**src/mrbu_pkg.sv**
```systemverilog
// ----------------------------------------------------------------------------
// mrbu_pkg
// Shared types and constants of the raw byte unpacker.
// ----------------------------------------------------------------------------
package mrbu_pkg;

  localparam int BYTE_W        = 8;
  localparam int PIXEL_W       = 16;
  localparam int DIM_W         = 14;
  localparam int MAX_DIMENSION = 8192;
  localparam int MAX_PIXELS    = 4;
  localparam int NPIX_W        = $clog2(MAX_PIXELS + 1);
  localparam int PIX_IDX_W     = $clog2(MAX_PIXELS);
  localparam int CFG_IDX_W     = 2;
  localparam int CFG_DATA_W    = DIM_W;

  // Largest dimension a register can actually express after clamping.
  localparam int EFF_DIM = (MAX_DIMENSION < (2 ** DIM_W - 1)) ? MAX_DIMENSION
                                                               : (2 ** DIM_W - 1);
  localparam int COUNT_W = $clog2(EFF_DIM * EFF_DIM);
  localparam int PROD_W  = 2 * DIM_W;

  localparam int RESET_WIDTH  = 1920;
  localparam int RESET_HEIGHT = 1080;

  localparam logic [7:0] RAW10_LOW_MASK = 8'h03;
  localparam logic [7:0] RAW12_LOW_MASK = 8'h0f;

  typedef enum logic [1:0] {
    MODE_RAW10   = 2'd0,
    MODE_RAW12   = 2'd1,
    MODE_RAW16   = 2'd2,
    MODE_DISCARD = 2'd3
  } mode_e;

  typedef enum logic [CFG_IDX_W-1:0] {
    REG_PACKING_MODE = 2'd0,
    REG_FRAME_WIDTH  = 2'd1,
    REG_FRAME_HEIGHT = 2'd2,
    REG_UNUSED       = 2'd3
  } reg_idx_e;

  typedef struct packed {
    mode_e              mode;
    logic               mode_wr;
    logic [COUNT_W-1:0] last_index;
  } cfg_t;

  typedef struct packed {
    logic                               push;
    logic [NPIX_W-1:0]                  npix;
    logic [MAX_PIXELS-1:0][PIXEL_W-1:0] pix;
  } group_t;

  // Zero maps to one, anything above the maximum maps to the maximum.
  function automatic logic [DIM_W-1:0] clamp_dim(input logic [DIM_W-1:0] v);
    logic [DIM_W-1:0] r;
    r = v;
    if (v == '0) begin
      r = DIM_W'(1);
    end else if (int'(v) > MAX_DIMENSION) begin
      r = DIM_W'(MAX_DIMENSION);
    end
    return r;
  endfunction

endpackage

```
**src/mrbu_byte_if.sv**
```systemverilog
// ----------------------------------------------------------------------------
// mrbu_byte_if
// Byte stream channel carrying packed sensor bytes.
// ----------------------------------------------------------------------------
interface mrbu_byte_if;
  logic       valid;
  logic       ready;
  logic [7:0] packed_byte;

  modport source (output valid, output packed_byte, input ready);
  modport sink (input valid, input packed_byte, output ready);
endinterface

```
**src/mrbu_pixel_if.sv**
```systemverilog
// ----------------------------------------------------------------------------
// mrbu_pixel_if
// Pixel stream channel carrying unpacked pixels and their markers.
// ----------------------------------------------------------------------------
interface mrbu_pixel_if;
  logic        valid;
  logic        ready;
  logic [15:0] pixel_value;
  logic        last_of_run;
  logic        end_of_frame;

  modport source (output valid, output pixel_value, output last_of_run,
                  output end_of_frame, input ready);
  modport sink (input valid, input pixel_value, input last_of_run,
                input end_of_frame, output ready);
endinterface

```
**src/mrbu_cfg.sv**
```systemverilog
// ----------------------------------------------------------------------------
// mrbu_cfg
// Configuration registers and the registered index of the last frame pixel.
// ----------------------------------------------------------------------------
module mrbu_cfg (
  input  logic                           clk_i,
  input  logic                           rst_ni,
  input  logic                           cfg_we_i,
  input  logic [mrbu_pkg::CFG_IDX_W-1:0] cfg_idx_i,
  input  logic [mrbu_pkg::CFG_DATA_W-1:0] cfg_data_i,
  output mrbu_pkg::cfg_t                 cfg_o
);
  import mrbu_pkg::*;

  mode_e              mode_q;
  logic [DIM_W-1:0]   width_q, height_q;
  logic [COUNT_W-1:0] last_index_q;
  logic               mode_wr;
  logic [PROD_W-1:0]  area;

  assign mode_wr = cfg_we_i && (reg_idx_e'(cfg_idx_i) == REG_PACKING_MODE);
  assign area    = PROD_W'(clamp_dim(width_q)) * PROD_W'(clamp_dim(height_q));

  always_ff @(posedge clk_i or negedge rst_ni) begin
    if (!rst_ni) begin
      mode_q       <= MODE_RAW10;
      width_q      <= DIM_W'(RESET_WIDTH);
      height_q     <= DIM_W'(RESET_HEIGHT);
      last_index_q <= COUNT_W'(RESET_WIDTH * RESET_HEIGHT - 1);
    end else begin
      last_index_q <= COUNT_W'(area - PROD_W'(1));
      if (cfg_we_i) begin
        case (reg_idx_e'(cfg_idx_i))
          REG_PACKING_MODE: mode_q   <= mode_e'(cfg_data_i[1:0]);
          REG_FRAME_WIDTH:  width_q  <= cfg_data_i[DIM_W-1:0];
          REG_FRAME_HEIGHT: height_q <= cfg_data_i[DIM_W-1:0];
          default: ;
        endcase
      end
    end
  end

  assign cfg_o.mode       = mode_q;
  assign cfg_o.mode_wr    = mode_wr;
  assign cfg_o.last_index = last_index_q;

endmodule

```
**src/mrbu_assembler.sv**
```systemverilog
// ----------------------------------------------------------------------------
// mrbu_assembler
// Collects the bytes of one packing group and forms its pixels.
// ----------------------------------------------------------------------------
module mrbu_assembler (
  input  logic                        clk_i,
  input  logic                        rst_ni,
  input  mrbu_pkg::cfg_t              cfg_i,
  input  logic                        valid_i,
  input  logic [mrbu_pkg::BYTE_W-1:0] byte_i,
  output logic                        ready_o,
  input  logic                        busy_i,
  output mrbu_pkg::group_t            group_o
);
  import mrbu_pkg::*;

  logic [2:0]        pos_q, pos_d;
  logic [BYTE_W-1:0] held_q [MAX_PIXELS];
  logic [2:0]        group_len;
  logic              completing, accept, active;

  always_comb begin
    case (cfg_i.mode)
      MODE_RAW10: group_len = 3'd5;
      MODE_RAW12: group_len = 3'd3;
      MODE_RAW16: group_len = 3'd2;
      default:    group_len = 3'd0;
    endcase
  end

  assign active     = (group_len != 3'd0);
  assign completing = active && (pos_q == group_len - 3'd1);
  // The closing byte of a group waits until the group register is free.
  assign ready_o    = !(completing && busy_i);
  assign accept     = valid_i && ready_o;

  always_comb begin
    pos_d = pos_q;
    if (cfg_i.mode_wr) begin
      pos_d = '0;
    end else if (accept && active) begin
      pos_d = completing ? 3'd0 : pos_q + 3'd1;
    end
  end

  always_ff @(posedge clk_i or negedge rst_ni) begin
    if (!rst_ni) begin
      pos_q <= '0;
    end else begin
      pos_q <= pos_d;
    end
  end

  always_ff @(posedge clk_i) begin
    if (accept && active && !completing) begin
      held_q[pos_q[PIX_IDX_W-1:0]] <= byte_i;
    end
  end

  always_comb begin
    group_o.push = accept && completing;
    group_o.pix  = '0;
    group_o.npix = '0;
    case (cfg_i.mode)
      MODE_RAW10: begin
        for (int k = 0; k < MAX_PIXELS; k++) begin
          group_o.pix[k] = {6'b0, held_q[k],
                            2'((byte_i >> (6 - 2 * k)) & RAW10_LOW_MASK)};
        end
        group_o.npix = NPIX_W'(4);
      end
      MODE_RAW12: begin
        group_o.pix[0] = {4'b0, held_q[0], 4'((byte_i >> 4) & RAW12_LOW_MASK)};
        group_o.pix[1] = {4'b0, held_q[1], 4'(byte_i & RAW12_LOW_MASK)};
        group_o.npix   = NPIX_W'(2);
      end
      MODE_RAW16: begin
        group_o.pix[0] = {byte_i, held_q[0]};
        group_o.npix   = NPIX_W'(1);
      end
      default: ;
    endcase
  end

endmodule

```
**src/mrbu_drain.sv**
```systemverilog
// ----------------------------------------------------------------------------
// mrbu_drain
// Holds one pixel group, sends its pixels one a cycle while the sink is ready and counts the frame.
// ----------------------------------------------------------------------------
module mrbu_drain (
  input  logic                         clk_i,
  input  logic                         rst_ni,
  input  logic [mrbu_pkg::COUNT_W-1:0] last_index_i,
  input  mrbu_pkg::group_t             group_i,
  output logic                         busy_o,
  output logic                         valid_o,
  input  logic                         ready_i,
  output logic [mrbu_pkg::PIXEL_W-1:0] pixel_o,
  output logic                         last_o,
  output logic                         eof_o
);
  import mrbu_pkg::*;

  logic                               g_valid_q;
  logic [MAX_PIXELS-1:0][PIXEL_W-1:0] g_pix_q;
  logic [NPIX_W-1:0]                  g_n_q;
  logic [PIX_IDX_W-1:0]               g_idx_q;
  logic                               o_valid_q, o_last_q, o_eof_q;
  logic [PIXEL_W-1:0]                 o_pix_q;
  logic [COUNT_W-1:0]                 count_q;
  logic                               move, eof, last;

  assign move = g_valid_q && (!o_valid_q || ready_i);
  assign eof  = (count_q >= last_index_i);
  assign last = eof || ((NPIX_W'(g_idx_q) + NPIX_W'(1)) == g_n_q);

  always_ff @(posedge clk_i or negedge rst_ni) begin
    if (!rst_ni) begin
      g_valid_q <= 1'b0;
      g_idx_q   <= '0;
      o_valid_q <= 1'b0;
      count_q   <= '0;
    end else begin
      if (group_i.push) begin
        g_valid_q <= 1'b1;
        g_idx_q   <= '0;
      end else if (move) begin
        if (last) begin
          g_valid_q <= 1'b0;
        end
        g_idx_q <= g_idx_q + PIX_IDX_W'(1);
      end
      if (move) begin
        o_valid_q <= 1'b1;
        count_q   <= eof ? '0 : count_q + COUNT_W'(1);
      end else if (ready_i) begin
        o_valid_q <= 1'b0;
      end
    end
  end

  always_ff @(posedge clk_i) begin
    if (group_i.push) begin
      g_pix_q <= group_i.pix;
      g_n_q   <= group_i.npix;
    end
    if (move) begin
      o_pix_q  <= g_pix_q[g_idx_q];
      o_last_q <= last;
      o_eof_q  <= eof;
    end
  end

  assign busy_o  = g_valid_q;
  assign valid_o = o_valid_q;
  assign pixel_o = o_pix_q;
  assign last_o  = o_last_q;
  assign eof_o   = o_eof_q;

  a_push_into_free: assert property (@(posedge clk_i) disable iff (!rst_ni)
    group_i.push |-> !g_valid_q)
    else $error("group pushed while the group register was still occupied");

  a_eof_ends_run: assert property (@(posedge clk_i) disable iff (!rst_ni)
    (o_valid_q && o_eof_q) |-> o_last_q)
    else $error("end-of-frame pixel not marked as last of its run");

  a_count_restarts: assert property (@(posedge clk_i) disable iff (!rst_ni)
    (move && eof) |=> (count_q == '0) && !g_valid_q)
    else $error("frame end did not restart the count and drop the group");

endmodule

```
**src/mipi_raw_byte_unpacker_unit.sv**
```systemverilog
// ----------------------------------------------------------------------------
// mipi_raw_byte_unpacker_unit
// Unpacks RAW10, RAW12 and RAW16 sensor byte streams into aligned pixels.
// ----------------------------------------------------------------------------
// The unit takes one packed byte per clock and hands out one right-aligned
// pixel per clock while the sink is ready. Bytes of a group are gathered
// in a small holding store; the byte that closes a group forms all its
// pixels at once and loads them into a group register, from which they
// leave one a cycle, as the sink takes them, through an output register. A
// closing byte is held off only while the previous group register still
// has pixels waiting, which under a steady sink never happens, as every
// format has more bytes per group than pixels. The pixel counter compares
// against a registered width times height product, so a dimension write
// takes effect once the product register has caught up; the end-of-frame pixel
// also ends its run, and any remaining pixels of that group are dropped. A
// mode write abandons any partially gathered group but keeps the frame count.
// ----------------------------------------------------------------------------
module mipi_raw_byte_unpacker_unit (
  input  logic                            clk_i,
  input  logic                            rst_ni,
  input  logic                            cfg_we_i,
  input  logic [mrbu_pkg::CFG_IDX_W-1:0]  cfg_idx_i,
  input  logic [mrbu_pkg::CFG_DATA_W-1:0] cfg_data_i,
  mrbu_byte_if.sink                       byte_i,
  mrbu_pixel_if.source                    pixel_o
);
  import mrbu_pkg::*;

  cfg_t   cfg;
  group_t group;
  logic   busy;

  // Register file; also derives the index of the final pixel in a frame.
  mrbu_cfg u_cfg (
    .clk_i      (clk_i),
    .rst_ni     (rst_ni),
    .cfg_we_i   (cfg_we_i),
    .cfg_idx_i  (cfg_idx_i),
    .cfg_data_i (cfg_data_i),
    .cfg_o      (cfg)
  );

  // Gathers bytes and builds the pixels of a completed group.
  mrbu_assembler u_assembler (
    .clk_i   (clk_i),
    .rst_ni  (rst_ni),
    .cfg_i   (cfg),
    .valid_i (byte_i.valid),
    .byte_i  (byte_i.packed_byte),
    .ready_o (byte_i.ready),
    .busy_i  (busy),
    .group_o (group)
  );

  // Sends pixels one per transaction and tracks the frame position.
  mrbu_drain u_drain (
    .clk_i        (clk_i),
    .rst_ni       (rst_ni),
    .last_index_i (cfg.last_index),
    .group_i      (group),
    .busy_o       (busy),
    .valid_o      (pixel_o.valid),
    .ready_i      (pixel_o.ready),
    .pixel_o      (pixel_o.pixel_value),
    .last_o       (pixel_o.last_of_run),
    .eof_o        (pixel_o.end_of_frame)
  );

endmodule

```
**src/flat_wrapper.sv**
```systemverilog
// flat-port wrapper written by rule: the top's interface ports become plain ports
module mipi_raw_byte_unpacker_unit_flat import mrbu_pkg::*;
  (clk_i, rst_ni, cfg_we_i, cfg_idx_i, cfg_data_i, byte_i_valid, byte_i_packed_byte, byte_i_ready, pixel_o_valid, pixel_o_pixel_value, pixel_o_last_of_run, pixel_o_end_of_frame, pixel_o_ready);
  mrbu_byte_if byte_i_i ();
  mrbu_pixel_if pixel_o_i ();
  input  logic clk_i;
  input  logic rst_ni;
  input  logic cfg_we_i;
  input  logic [mrbu_pkg::CFG_IDX_W-1:0] cfg_idx_i;
  input  logic [mrbu_pkg::CFG_DATA_W-1:0] cfg_data_i;
  input wire logic [$bits(byte_i_i.valid)-1:0] byte_i_valid;
  input wire logic [$bits(byte_i_i.packed_byte)-1:0] byte_i_packed_byte;
  output wire logic [$bits(byte_i_i.ready)-1:0] byte_i_ready;
  output wire logic [$bits(pixel_o_i.valid)-1:0] pixel_o_valid;
  output wire logic [$bits(pixel_o_i.pixel_value)-1:0] pixel_o_pixel_value;
  output wire logic [$bits(pixel_o_i.last_of_run)-1:0] pixel_o_last_of_run;
  output wire logic [$bits(pixel_o_i.end_of_frame)-1:0] pixel_o_end_of_frame;
  input wire logic [$bits(pixel_o_i.ready)-1:0] pixel_o_ready;
  assign byte_i_i.valid = byte_i_valid;
  assign byte_i_i.packed_byte = byte_i_packed_byte;
  assign byte_i_ready = byte_i_i.ready;
  assign pixel_o_valid = pixel_o_i.valid;
  assign pixel_o_pixel_value = pixel_o_i.pixel_value;
  assign pixel_o_last_of_run = pixel_o_i.last_of_run;
  assign pixel_o_end_of_frame = pixel_o_i.end_of_frame;
  assign pixel_o_i.ready = pixel_o_ready;
  mipi_raw_byte_unpacker_unit u_core (.clk_i(clk_i), .rst_ni(rst_ni), .cfg_we_i(cfg_we_i), .cfg_idx_i(cfg_idx_i), .cfg_data_i(cfg_data_i), .byte_i(byte_i_i), .pixel_o(pixel_o_i));
endmodule
```
**config.mk**
```make
export PLATFORM = sky130hd
export DESIGN_NAME = mipi_raw_byte_unpacker_unit_flat
export DESIGN_NICKNAME = d
export VERILOG_FILES = /design/src/mrbu_pkg.sv /design/src/mrbu_byte_if.sv /design/src/mrbu_pixel_if.sv /design/src/mrbu_cfg.sv /design/src/mrbu_assembler.sv /design/src/mrbu_drain.sv /design/src/mipi_raw_byte_unpacker_unit.sv /design/src/flat_wrapper.sv
export SDC_FILE = /design/constraint.sdc
export NUM_CORES = 1
export LEC_CHECK = 0
export ABC_AREA = 1
export BUFFER_PORTS_ARGS = -buffer_cell sky130_fd_sc_hd__buf_4
export CAP_MARGIN = 10
export CORE_ASPECT_RATIO = 1.2
export CORE_MARGIN = 3
export CORE_UTILIZATION = 60
export CTS_BUF_LIST = sky130_fd_sc_hd__clkbuf_4 sky130_fd_sc_hd__clkbuf_8 sky130_fd_sc_hd__clkbuf_16
export CTS_CLUSTER_SIZE = 16
export DETAILED_ROUTE_END_ITERATION = 6
export HOLD_SLACK_MARGIN = 0.03
export PLACE_DENSITY = 0.82
export SETUP_SLACK_MARGIN = 0.5
export SLEW_MARGIN = 30
export SYNTH_ARGS = -nofsm -noshare
export SYNTH_HDL_FRONTEND = slang
export SYNTH_SLANG_ARGS = --single-unit
```
**constraint.sdc**
```tcl
create_clock -name clk_i -period 8.05 [get_ports clk_i]
set_clock_uncertainty 0.2 [all_clocks]
set_input_delay 0.4025 -clock clk_i [delete_from_list [all_inputs] [get_ports clk_i]]
set_output_delay 0.4025 -clock clk_i [all_outputs]
set_load 0.05 [all_outputs]
```
# After elaboration in Yosys (flattened, before gate mapping)
# Memory sizes are Yosys's and may differ from the RTL's. A register that Yosys moved wholly into a read port is not among the register bits.
# Index checks and enable logic that the tools add are counted.
[totals]
register_bits = 174
latch_bits = 0
ramBits = 32
romBits = 0
input_bits = 29
elab_cells = 88
memories = 1
[classes]
add_sub_neg = 6
n_mul = 1
n_div = 0
order_cmp = 4
n_eq_ne = 6
n_shift = 0
mux = 23
n_bitwise = 0
reduce_logical = 28
[mem_list]
columns = ["name", "depth", "word_bits", "read_ports", "rd_clocked_by_memory_dff", "write_ports", "line_no", "text"]
rows = [
  ["u_core.u_assembler.held_q", 4, 8, 4, 2, 1, "mrbu_assembler.sv:18", "logic [BYTE_W-1:0] held_q [MAX_PIXELS];"],
]
[op_table]
columns = ["cell", "count"]
rows = [
  ["14-bit 2-to-1 mux", 4],
  ["16-bit one-hot mux with 3 select lines", 1],
  ["16-bit binary-select mux with 2-bit select", 1],
  ["14-bit > comparator, second input constant", 2],
  ["14-bit zero test", 2],
  ["26-bit by 1-bit adder with 26-bit output, second input constant", 1],
  ["26-bit >= comparator", 1],
  ["14-bit by 14-bit multiplier with 26-bit output", 1],
  ["26-bit 2-to-1 mux", 1],
  ["26-bit by 1-bit subtractor with 26-bit output, second input constant", 1],
  ["12-bit one-hot mux with 2 select lines", 1],
  ["3-bit one-hot mux with 3 select lines", 2],
  ["16-bit 2-to-1 mux", 1],
  ["3-bit 2-to-1 mux", 3],
  ["1-bit logical AND", 8],
  ["2-bit AND reduction", 4],
  ["2-bit nonzero test", 4],
  ["1-bit 2-to-1 mux", 7],
  ["3-bit == test", 2],
  ["1-bit zero test", 5],
  ["2-bit by 1-bit == test with 1-bit output, second input constant", 2],
  ["2-bit == test, second input constant", 2],
  ["2-bit zero test", 2],
  ["2-bit 2-to-1 mux", 2],
  ["other kinds (7)", 8],
]

# Depth between registers and ports, before layout
# Gate-level depths: netlist of run 1.
[depth]
ltp_word = 12
ltp_mapped = 28
ltp_nobuf = 26

# Modules after synthesis
# From an unflattened synthesis of run 1, not the netlist that was laid out.
[unflattened]
cells_unflattened = 2032
hier_area_um2 = 17051.4
[modules_own_cells]
columns = ["module", "n_inst", "cells_per_inst", "area_each_um2", "seq_area_each_um2"]
rows = [
  ["mrbu_cfg", 1, 1186, 9242.6, 1432.6],
  ["mrbu_drain", 1, 584, 5666.7, 3303.2],
  ["mrbu_assembler", 1, 262, 2142.1, 1036.0],
]

# Worst setup path after synthesis of run 1
# OpenSTA, ideal clock, no wires.
[synth_path]
kind = "reg2reg"
start = "reg u_core.u_cfg.width_q[11]"
end = "reg u_core.u_cfg.last_index_q[14]"
setup_ps = 124
arrival_time_ps = 5754
required_ps = 7726
path_slack_ps = 1973
stages_incl_launch_ff = 24
synth_period_minus_slack_ps = 6077
cell_sequence = "dfrtp_1 > nor4_1 > nand4_1 > nand2_1 > clkbuf_8 > nand2_1 > inv_1 > nand2_1 > fa_1 > fa_1 > inv_1 > fa_1 > fa_1 > fa_1 > inv_1 > fa_1 > inv_1 > ha_1 > a21o_1 > nor2_1 > a21boi_1 > o21ai_0 > nand2_1 > nand2_1"
[synth_via]
elab_chain_len = 5
elab_cells_between_ends = 6
classes_between = "add/sub (1); mul (1); order compare (1); mux (2); reduce/logical (1)"
[synth_lines]
columns = ["element", "line_no", "text"]
rows = [
  ["start, declared", "mrbu_cfg.sv:16", "logic [DIM_W-1:0] width_q, height_q;"],
  ["start signal, assigned", "mrbu_cfg.sv:27", "width_q <= DIM_W'(RESET_WIDTH);"],
  ["start signal, assigned", "mrbu_cfg.sv:35", "REG_FRAME_WIDTH: width_q <= cfg_data_i[DIM_W-1:0];"],
  ["14-bit > comparator", "mrbu_pkg.sv:61", "end else if (int'(v) > MAX_DIMENSION) begin"],
  ["14-bit 2-to-1 mux", "mrbu_pkg.sv:61", ""],
  ["14-bit 2-to-1 mux (*)", "mrbu_pkg.sv:59", "if (v == '0) begin"],
  ["14-bit by 14-bit multiplier with 26-bit output (*)", "mrbu_cfg.sv:22", "assign area = PROD_W'(clamp_dim(width_q)) * PROD_W'(clamp_dim(height_q));"],
  ["26-bit by 1-bit subtractor with 26-bit output (*)", "mrbu_cfg.sv:31", "last_index_q <= COUNT_W'(area - PROD_W'(1));"],
  ["end signal, assigned", "mrbu_cfg.sv:29", "last_index_q <= COUNT_W'(RESET_WIDTH * RESET_HEIGHT - 1);"],
  ["end signal, assigned", "mrbu_cfg.sv:31", ""],
  ["end, declared", "mrbu_cfg.sv:17", "logic [COUNT_W-1:0] last_index_q;"],
]
# Mark *: on every way between the ends. The rest lies on a longest branch, timed or not.
# A chain may end at the register's enable or synchronous reset.

# Worst setup path in the final report of run 1
[layout_path]
start = "reg u_core.u_cfg.width_q[11]"
end = "reg u_core.u_cfg.last_index_q[21]"
# The elaborated chain is that of the path after synthesis.

==> flow_metrics.py, run 1 <==
metrics = {
    "status": {
        "status": "complete, no violations",
    },
    "timing": {
        "rsz0062_at_grt": "no",
        "setup_viol": 0,
        "worst_pin_slew_ns": 0.946,
        "min_period_ns": 7.00,
        "period_share_pct": 87.0,
        "fmax_ghz": 0.143,
        "finalHoldViolations": 0,
        "relSlewSlack_pct": 36.8,
        "drv_slew": 0,
        "setup_tns_ns": 0,
        "setup_slack_ns": 1.05,
    },
    "clocking": {
        "cts_buffer_depth": 2,
        "cts_buffers": 17,
        "cts_setup_buffers": 0,
        "root_buffer": "clkbuf_16",
        "clkSinkCount": 190,
        "cts_tree": "done",
        "path_clk_slew_ns": 0.08,
        "clock_latency_ns": 0.46,
        "htreeDepth": 4,
    },
    "drt": {
        "avgViaCountPerCell": 5.48,
        "wire_per_inst_um": 16.8,
        "drt_first_pass_iters": 7,
        "drt_iter0_drc": 618,
        "wirelength_mm": 36.8,
        "drc": 0,
        "final_antenna_net_count": 0,
        "vias": 12043,
    },
    "critical_path": {
        "worstSetupEndpoint": "u_core.u_cfg.last_index_q[21]",
        "slowest_stage": "fa_1",
        "reg2reg_from": "u_core.u_cfg.width_q[11]",
        "path_common_cell": "nand2_1",
        "arrival_ns": 7.13,
        "crit_type": "flop to flop",
        "crit_required_ns": 8.18,
        "crit_path_start": "u_core.u_cfg.width_q[11]",
        "rr_endpoint": "u_core.u_cfg.last_index_q[21]",
        "crit_family": "adder cells",
        "reg2reg_depth": 24,
        "cp_num_cells": 24,
        "critical-path-max-stage-delay_ns": 0.56,
        "r2r_setup_slack_ns": 1.05,
        "crit_fanout": 12,
        "start_kind": "flop",
        "endpoint_kind": "flop",
        "path_buf_inv": 4,
        "path_cells": "nor4_1 -> nand4_1 -> nand2_1 -> nand2_1 -> inv_1 -> nand2_1 -> fa_1 -> fa_1 -> inv_1 -> fa_1 -> fa_1 -> fa_1 -> inv_1 -> fa_1 -> inv_1 -> ha_1 -> nand2_1 -> nand2_1 -> o21bai_1 -> a21oi_1 -> nand2_1 -> nand2_1 -> nand2_1 -> xor2_1",
    },
    "floorplanning": {
        "rows": 64,
        "dieArea_mm2": 0.0280,
        "core_mm2": 0.0255,
        "ioPinCount": 49,
        "initial_utilization_pct": 61.1,
        "die_h_um": 183,
        "fp.dieW_um": 153,
    },
    "grt": {
        "grt_max_degree": 70,
        "grt_overflow": 0,
        "grt_pass1_vias": 12501,
        "antenna_found_initial": 0,
        "grt_pass1_wl_mm": 60.7,
        "grt.total_usage_pct": 27.2,
    },
    "power": {
        "total_power_mw": 7.16,
        "powerDensity_mw_per_mm2": 420,
        "max-vdd-ir-drop_mv": 0.293,
        "leakagePower_nw": 8.51,
    },
    "synthesis": {
        "synth_edf_count": 101,
        "syn_area_per_cell_um2": 8.66,
        "ys_seq_area_share_pct": 33.9,
        "synth-async-reset-ratio_pct": 46.8,
        "syn_inst": 1801,
        "syn_nets": 2100,
        "synth_cell_types": 44,
        "netlist_area_mm2": 0.0156,
        "ys_ff_latch": 190,
        "ys.warnings.count": 0,
        "ys.flop_type": "edfxtp_1",
    },
    "final_layout": {
        "antenna_cells": 0,
        "syn_to_final_growth_pct": 9.23,
        "utilization_pct": 66.7,
        "final.fill_count": 2019,
        "drive_gt1_share_pct": 6.70,
        "nets": 2152,
    },
    "min_path": {
        "min_path_type": "primary input to flop",
    },
    "flow_run": {
        "maxCapViolations": 0,
    },
    "place": {
        "gp_congestion": 0.948,
        "post-place-ws_ns": 1.15,
        "portBuffers": 48,
        "place_hpwl_mm": 28.7,
    },
}
[how the worst min path moves through the flow]
stage / slack, ns / endpoint / start / cells after the start
after floorplan: -0.09 / u_core.u_assembler.pos_q[0] / rst_ni / 0
after detailed placement: 0.1 / u_core.u_drain.count_q[10] / rst_ni / 1
final: 0.05 / u_core.u_cfg.width_q[11] / cfg_data_i[11] / 3
after global routing: 0.05 / u_core.u_cfg.width_q[11] / cfg_data_i[11] / 3
after global placement: 0.11 / u_core.u_drain.count_q[10] / rst_ni / 1
after CTS: 0.04 / u_core.u_cfg.height_q[11] / cfg_data_i[11] / 3
[sequential cells by signal (all words and copies together) (netlist names), 2 cells and up]
register                   count
u_core.u_assembler.pos_q       3
u_core.u_drain.pixel_o        16
u_core.u_cfg.last_index_q     26
u_core.u_cfg.mode_q            2
u_core.u_drain.g_n_q           3
u_core.u_drain.g_pix_q        48
u_core.u_cfg.width_q          14
u_core.u_cfg.height_q         14
u_core.u_drain.g_idx_q         2
u_core.u_drain.count_q        26
u_core.u_assembler.held_q     32
[layer usage]
| metal | up-vias | GRT usage (%) | share of wire [%] |
|---|---|---|---|
| met5 | - | 0 | 0 |
| met4 | 0 | 12.7 | 4.2 |
| met3 | 109 | 3.34 | 5.1 |
| met2 | 455 | 50.6 | 53 |
| met1 | 5828 | 31.0 | 37 |
| li1 | 5651 | - | - |
[what timing repair did]
action / CTS / global route
hold buffers: 19 / 0
gates resized for setup: 0 / 0
hold endpoints to repair: 67 / 0
[layout by cell type (no fill, tap or decap), drive strengths merged]
master       instances
o21ai               83
clkinv               9
edfxtp             101
buf                 51
dlygate4sd3         19
nand2              411
inv                396
a22o                 2
fa                 154
o21bai               6
xor2                25
dfstp               25
a22oi                1
nand4               17
clkbuf              17
nor2               195
a21oi               38
o211ai               1
o22ai               16
o21a                 2
a21o                 4
dfrtp               64
nor3                21
and2                 1
ha                 116
nor3b                1
xnor2               13
nor4                 6
nand3               65
nand3b               1
a31oi                3
a211oi               1
a21boi               1
[report_power, final]
part	total [mW]	switching [mW]	internal, mW
Combinational	4.72	3.07	1.65
Clock	0.895	0.461	0.435
Sequential	1.54	0.154	1.38
Total	7.16	3.69	3.47
[layout make-up]
| type | instances | area (um2) | area share [%] |
|---|---|---|---|
| multi-input combinational | 1184 | 8660 | 50.8 |
| timing repair buffer | 70 | 573 | 3.36 |
| inverter | 390 | 1470 | 8.60 |
| tap | 330 | 413 | 2.42 |
| clock buffer | 17 | 425 | 2.50 |
| sequential | 190 | 5290 | 31.0 |
| clock inverter | 15 | 209 | 1.23 |
[tightest hold or removal path: stages]
cell and delay (ns):
buf_4 0.10, inv_1 0.06, o21ai_0 0.09
[metrics by stage]
stage	instance area, um2	hold slack [ns]	instances
detailed placement	16200	0.0995	2145
CTS	17000	0.0417	2196
floorplan	15600	-0.0931	1801
global placement	16200	0.108	2145
global route	17000	0.0531	2196
finish	17000	0.0493	2196
[kinds of logic (layout without fill, tap and decap cells)]
logic type | after synthesis | count (layout) | share of synthesized area [%]
AO/OA/AOI/OAI | 158 | 158 | 5.62
XOR/XNOR | 38 | 38 | 2.13
adder cells (fa/ha/maj) | 270 | 270 | 29.1
buffers and inverters | 427 | 492 | 10.6
flip-flops | 190 | 190 | 33.9
AND/OR/NAND/NOR | 718 | 718 | 18.7
[Yosys cell counts (4+ instances only)]
cell	n	share of area, %
nand2_2	8	0.32
xor2_1	25	1.4
nor2_1	192	4.6
ha_1	116	9.3
clkbuf_1	20	0.48
o21ai_0	80	2.6
dfstp_2	25	4.2
fa_1	154	20
nor4_1	6	0.24
nand3_1	64	2.1
edfxtp_1	101	19
dfrtp_1	64	10
a21o_1	4	0.19
o22ai_1	16	0.64
a21oi_1	37	1.2
nand4_1	17	0.68
inv_1	387	9.3
nand2_1	403	9.7
buf_2	11	0.35
o21bai_1	6	0.29
nor3_1	20	0.64
xnor2_1	13	0.73
No activity file was read; power rests on OpenSTA's default activity.
==> inputs of run 2 (changes only) <==
--- a/config.mk
+++ b/config.mk
@@ -10,12 +10,12 @@
 export CAP_MARGIN = 10
 export CORE_ASPECT_RATIO = 1.2
 export CORE_MARGIN = 3
-export CORE_UTILIZATION = 60
+export CORE_UTILIZATION = 25
 export CTS_BUF_LIST = sky130_fd_sc_hd__clkbuf_4 sky130_fd_sc_hd__clkbuf_8 sky130_fd_sc_hd__clkbuf_16
 export CTS_CLUSTER_SIZE = 16
 export DETAILED_ROUTE_END_ITERATION = 6
 export HOLD_SLACK_MARGIN = 0.03
-export PLACE_DENSITY = 0.82
+export PLACE_DENSITY = 0.44
 export SETUP_SLACK_MARGIN = 0.5
 export SLEW_MARGIN = 30
 export SYNTH_ARGS = -nofsm -noshare
==> run 2 against run 1 <==
  * Die area rose by 130%
  * Sequential power is 3% lower
  * Non-clock buffer count up 1
  * Power is 1.4% higher
  * Utilization is 38 points lower
  * Combinational power grew 3%
  * First-iteration DRC count down 17%
  * Via count decreased by 2.7%
  * Flip-flop and latch count is the same
  * Clock-buffer cell count unchanged
  * Clock power rose by 2.2%
  * Sequential share of layout area down 1.1 points
  * Critical path type unchanged
==> flow_metrics.py, run 2 (synthesized netlist as in run 1, its figures left out) <==
metrics = {
    "status": {
        "status": "complete, no violations",
    },
    "clocking": {
        "clkSinkCount": 190,
        "cts_buffer_depth": 2,
        "cts_buffers": 17,
        "cts_setup_buffers": 0,
        "cts_tree": "done",
        "postCtsResizedCells": 0,
        "root_buffer": "clkbuf_16",
        "path_clk_slew_ns": 0.09,
        "clock_latency_ns": 0.46,
        "htreeDepth": 4,
    },
    "final_layout": {
        "drive_gt1_share_pct": 7.07,
        "layout_commonest_cell": "nand2_1",
        "final-seq-area_mm2": 0.00529,
        "antenna_cells": 0,
        "largest_register": "u_core.u_drain.g_pix_q",
        "final.fill_count": 6546,
        "syn_to_final_growth_pct": 13.2,
        "mostFrequentLayoutCells": "nand2_1, inv_1, nor2_1",
        "multi_input_area_mm2": 0.00867,
        "nets": 2153,
        "largest_register_ffs": 48,
        "postLayoutCellArea_mm2": 0.0177,
    },
    "floorplanning": {
        "rows": 99,
        "dieArea_mm2": 0.0655,
        "ioPinCount": 49,
        "die_h_um": 280,
        "initial_utilization_pct": 25.4,
        "core_mm2": 0.0613,
        "fp.dieW_um": 234,
    },
    "timing": {
        "setup_viol": 0,
        "rsz0062_at_grt": "no",
        "drv_slew": 0,
        "worst_pin_slew_ns": 0.868,
        "finalHoldViolations": 0,
        "hold_slack_ns": 0.0410,
        "relSlewSlack_pct": 42.0,
        "period_share_pct": 85.1,
        "min_period_ns": 6.85,
        "setup_tns_ns": 0,
        "fmax_ghz": 0.146,
    },
    "drt": {
        "wire_per_inst_um": 15.6,
        "vias": 11714,
        "drt_first_pass_iters": 5,
        "avgViaCountPerCell": 4.38,
        "final_antenna_net_count": 0,
        "wirelength_mm": 41.7,
        "drc": 0,
        "drt_iter0_drc": 513,
    },
    "critical_path": {
        "crit_required_ns": 8.17,
        "start_kind": "flop",
        "crit_fanout": 12,
        "crit_type": "flop to flop",
        "arrival_ns": 6.97,
        "endpoint_kind": "flop",
    },
    "grt": {
        "antenna_found_initial": 0,
        "grt_pass1_wl_mm": 68.3,
        "grt_overflow": 0,
        "grt_max_degree": 63,
        "grt_pass1_vias": 12450,
        "grt.total_usage_pct": 13.4,
    },
    "flow_run": {
        "maxCapViolations": 0,
    },
    "place": {
        "placed_area_mm2": 0.0169,
        "portBuffers": 48,
        "gp_congestion": 0.852,
        "place_hpwl_mm": 33.3,
    },
    "power": {
        "leakagePower_nw": 8.52,
        "max-vdd-ir-drop_mv": 0.263,
        "powerDensity_mw_per_mm2": 411,
    },
    "min_path": {
        "min_path_type": "primary input to flop",
    },
}
## run 2: power by group
part           internal [mW]  leakage (nW)  total (mW)  switching [mW]
Sequential              1.39          2.00        1.50           0.119
Combinational           1.65          6.21        4.84            3.19
Clock                  0.443         0.311       0.915           0.472
## run 2: area by class of cell
cell class / count / area share [%]
Tap cell: 808 / 5.72
Sequential cell: 190 / 30.0
Multi-Input combinational cell: 1184 / 49.1
Timing Repair Buffer: 71 / 3.24
Inverter: 390 / 8.30
Clock inverter: 15 / 1.25
Clock buffer: 17 / 2.41
## run 2: per-layer routing
layer  routed length [um]  global-route usage, %
met4                 1170                   4.62
met3                 1160                   1.22
met2                22300                   24.8
met1                17100                   16.0
met5                    0                      0
## run 2: worst paths after layout
kind / slack, ns / start / to / depth (start not counted)
setup / recovery: 1.20 / u_core.u_cfg.width_q[11] / u_core.u_cfg.last_index_q[21] / 24
hold / removal: 0.04 / cfg_data_i[13] / u_core.u_cfg.height_q[13] / 3
setup reg to reg: 1.20 / u_core.u_cfg.width_q[11] / u_core.u_cfg.last_index_q[21] / 24
hold reg to reg: 0.31 / u_core.u_assembler.held_q[2][3] / u_core.u_drain.g_pix_q[37] / 2
max in group asynchronous: 6.25 / rst_ni / u_core.u_cfg.width_q[4] / 3
min in group asynchronous: 0.22 / rst_ni / u_core.u_drain.count_q[15] / 2
## run 2: what timing repair did
action | 4_1_cts | 5_1_grt
setup endpoints to repair | 0 | 0
hold buffers | 16 | 0
endpoints found under the hold margin | 70 | 0
## run 2: critical path, stage by stage (launching register included)
cell	delay, ns
dfrtp_1	0.41
nor4_1	0.30
nand4_1	0.15
nand2_1	0.35
nand2_1	0.30
inv_1	0.33
nand2_1	0.13
fa_1	0.52
fa_1	0.52
inv_1	0.06
fa_1	0.55
fa_1	0.44
fa_1	0.54
inv_1	0.05
fa_1	0.52
inv_1	0.04
ha_1	0.35
nand2_1	0.10
nand2_1	0.07
o21bai_1	0.19
a21oi_1	0.19
nand2_1	0.13
nand2_1	0.07
nand2_1	0.06
xor2_1	0.14
## run 2: per-stage QoR
stage          cells  power (mW)  worst slack (ns)  util [%]
2_1_floorplan   1801        4.97              1.97         -
3_3_place_gp    2627        6.45              1.24      27.5
3_5_place_dp    2627        6.44              1.23      27.5
4_1_cts         2675        7.41              1.19      28.8
5_1_grt         2675        8.11             0.734      28.8
6_report        2675        7.26              1.20      28.8
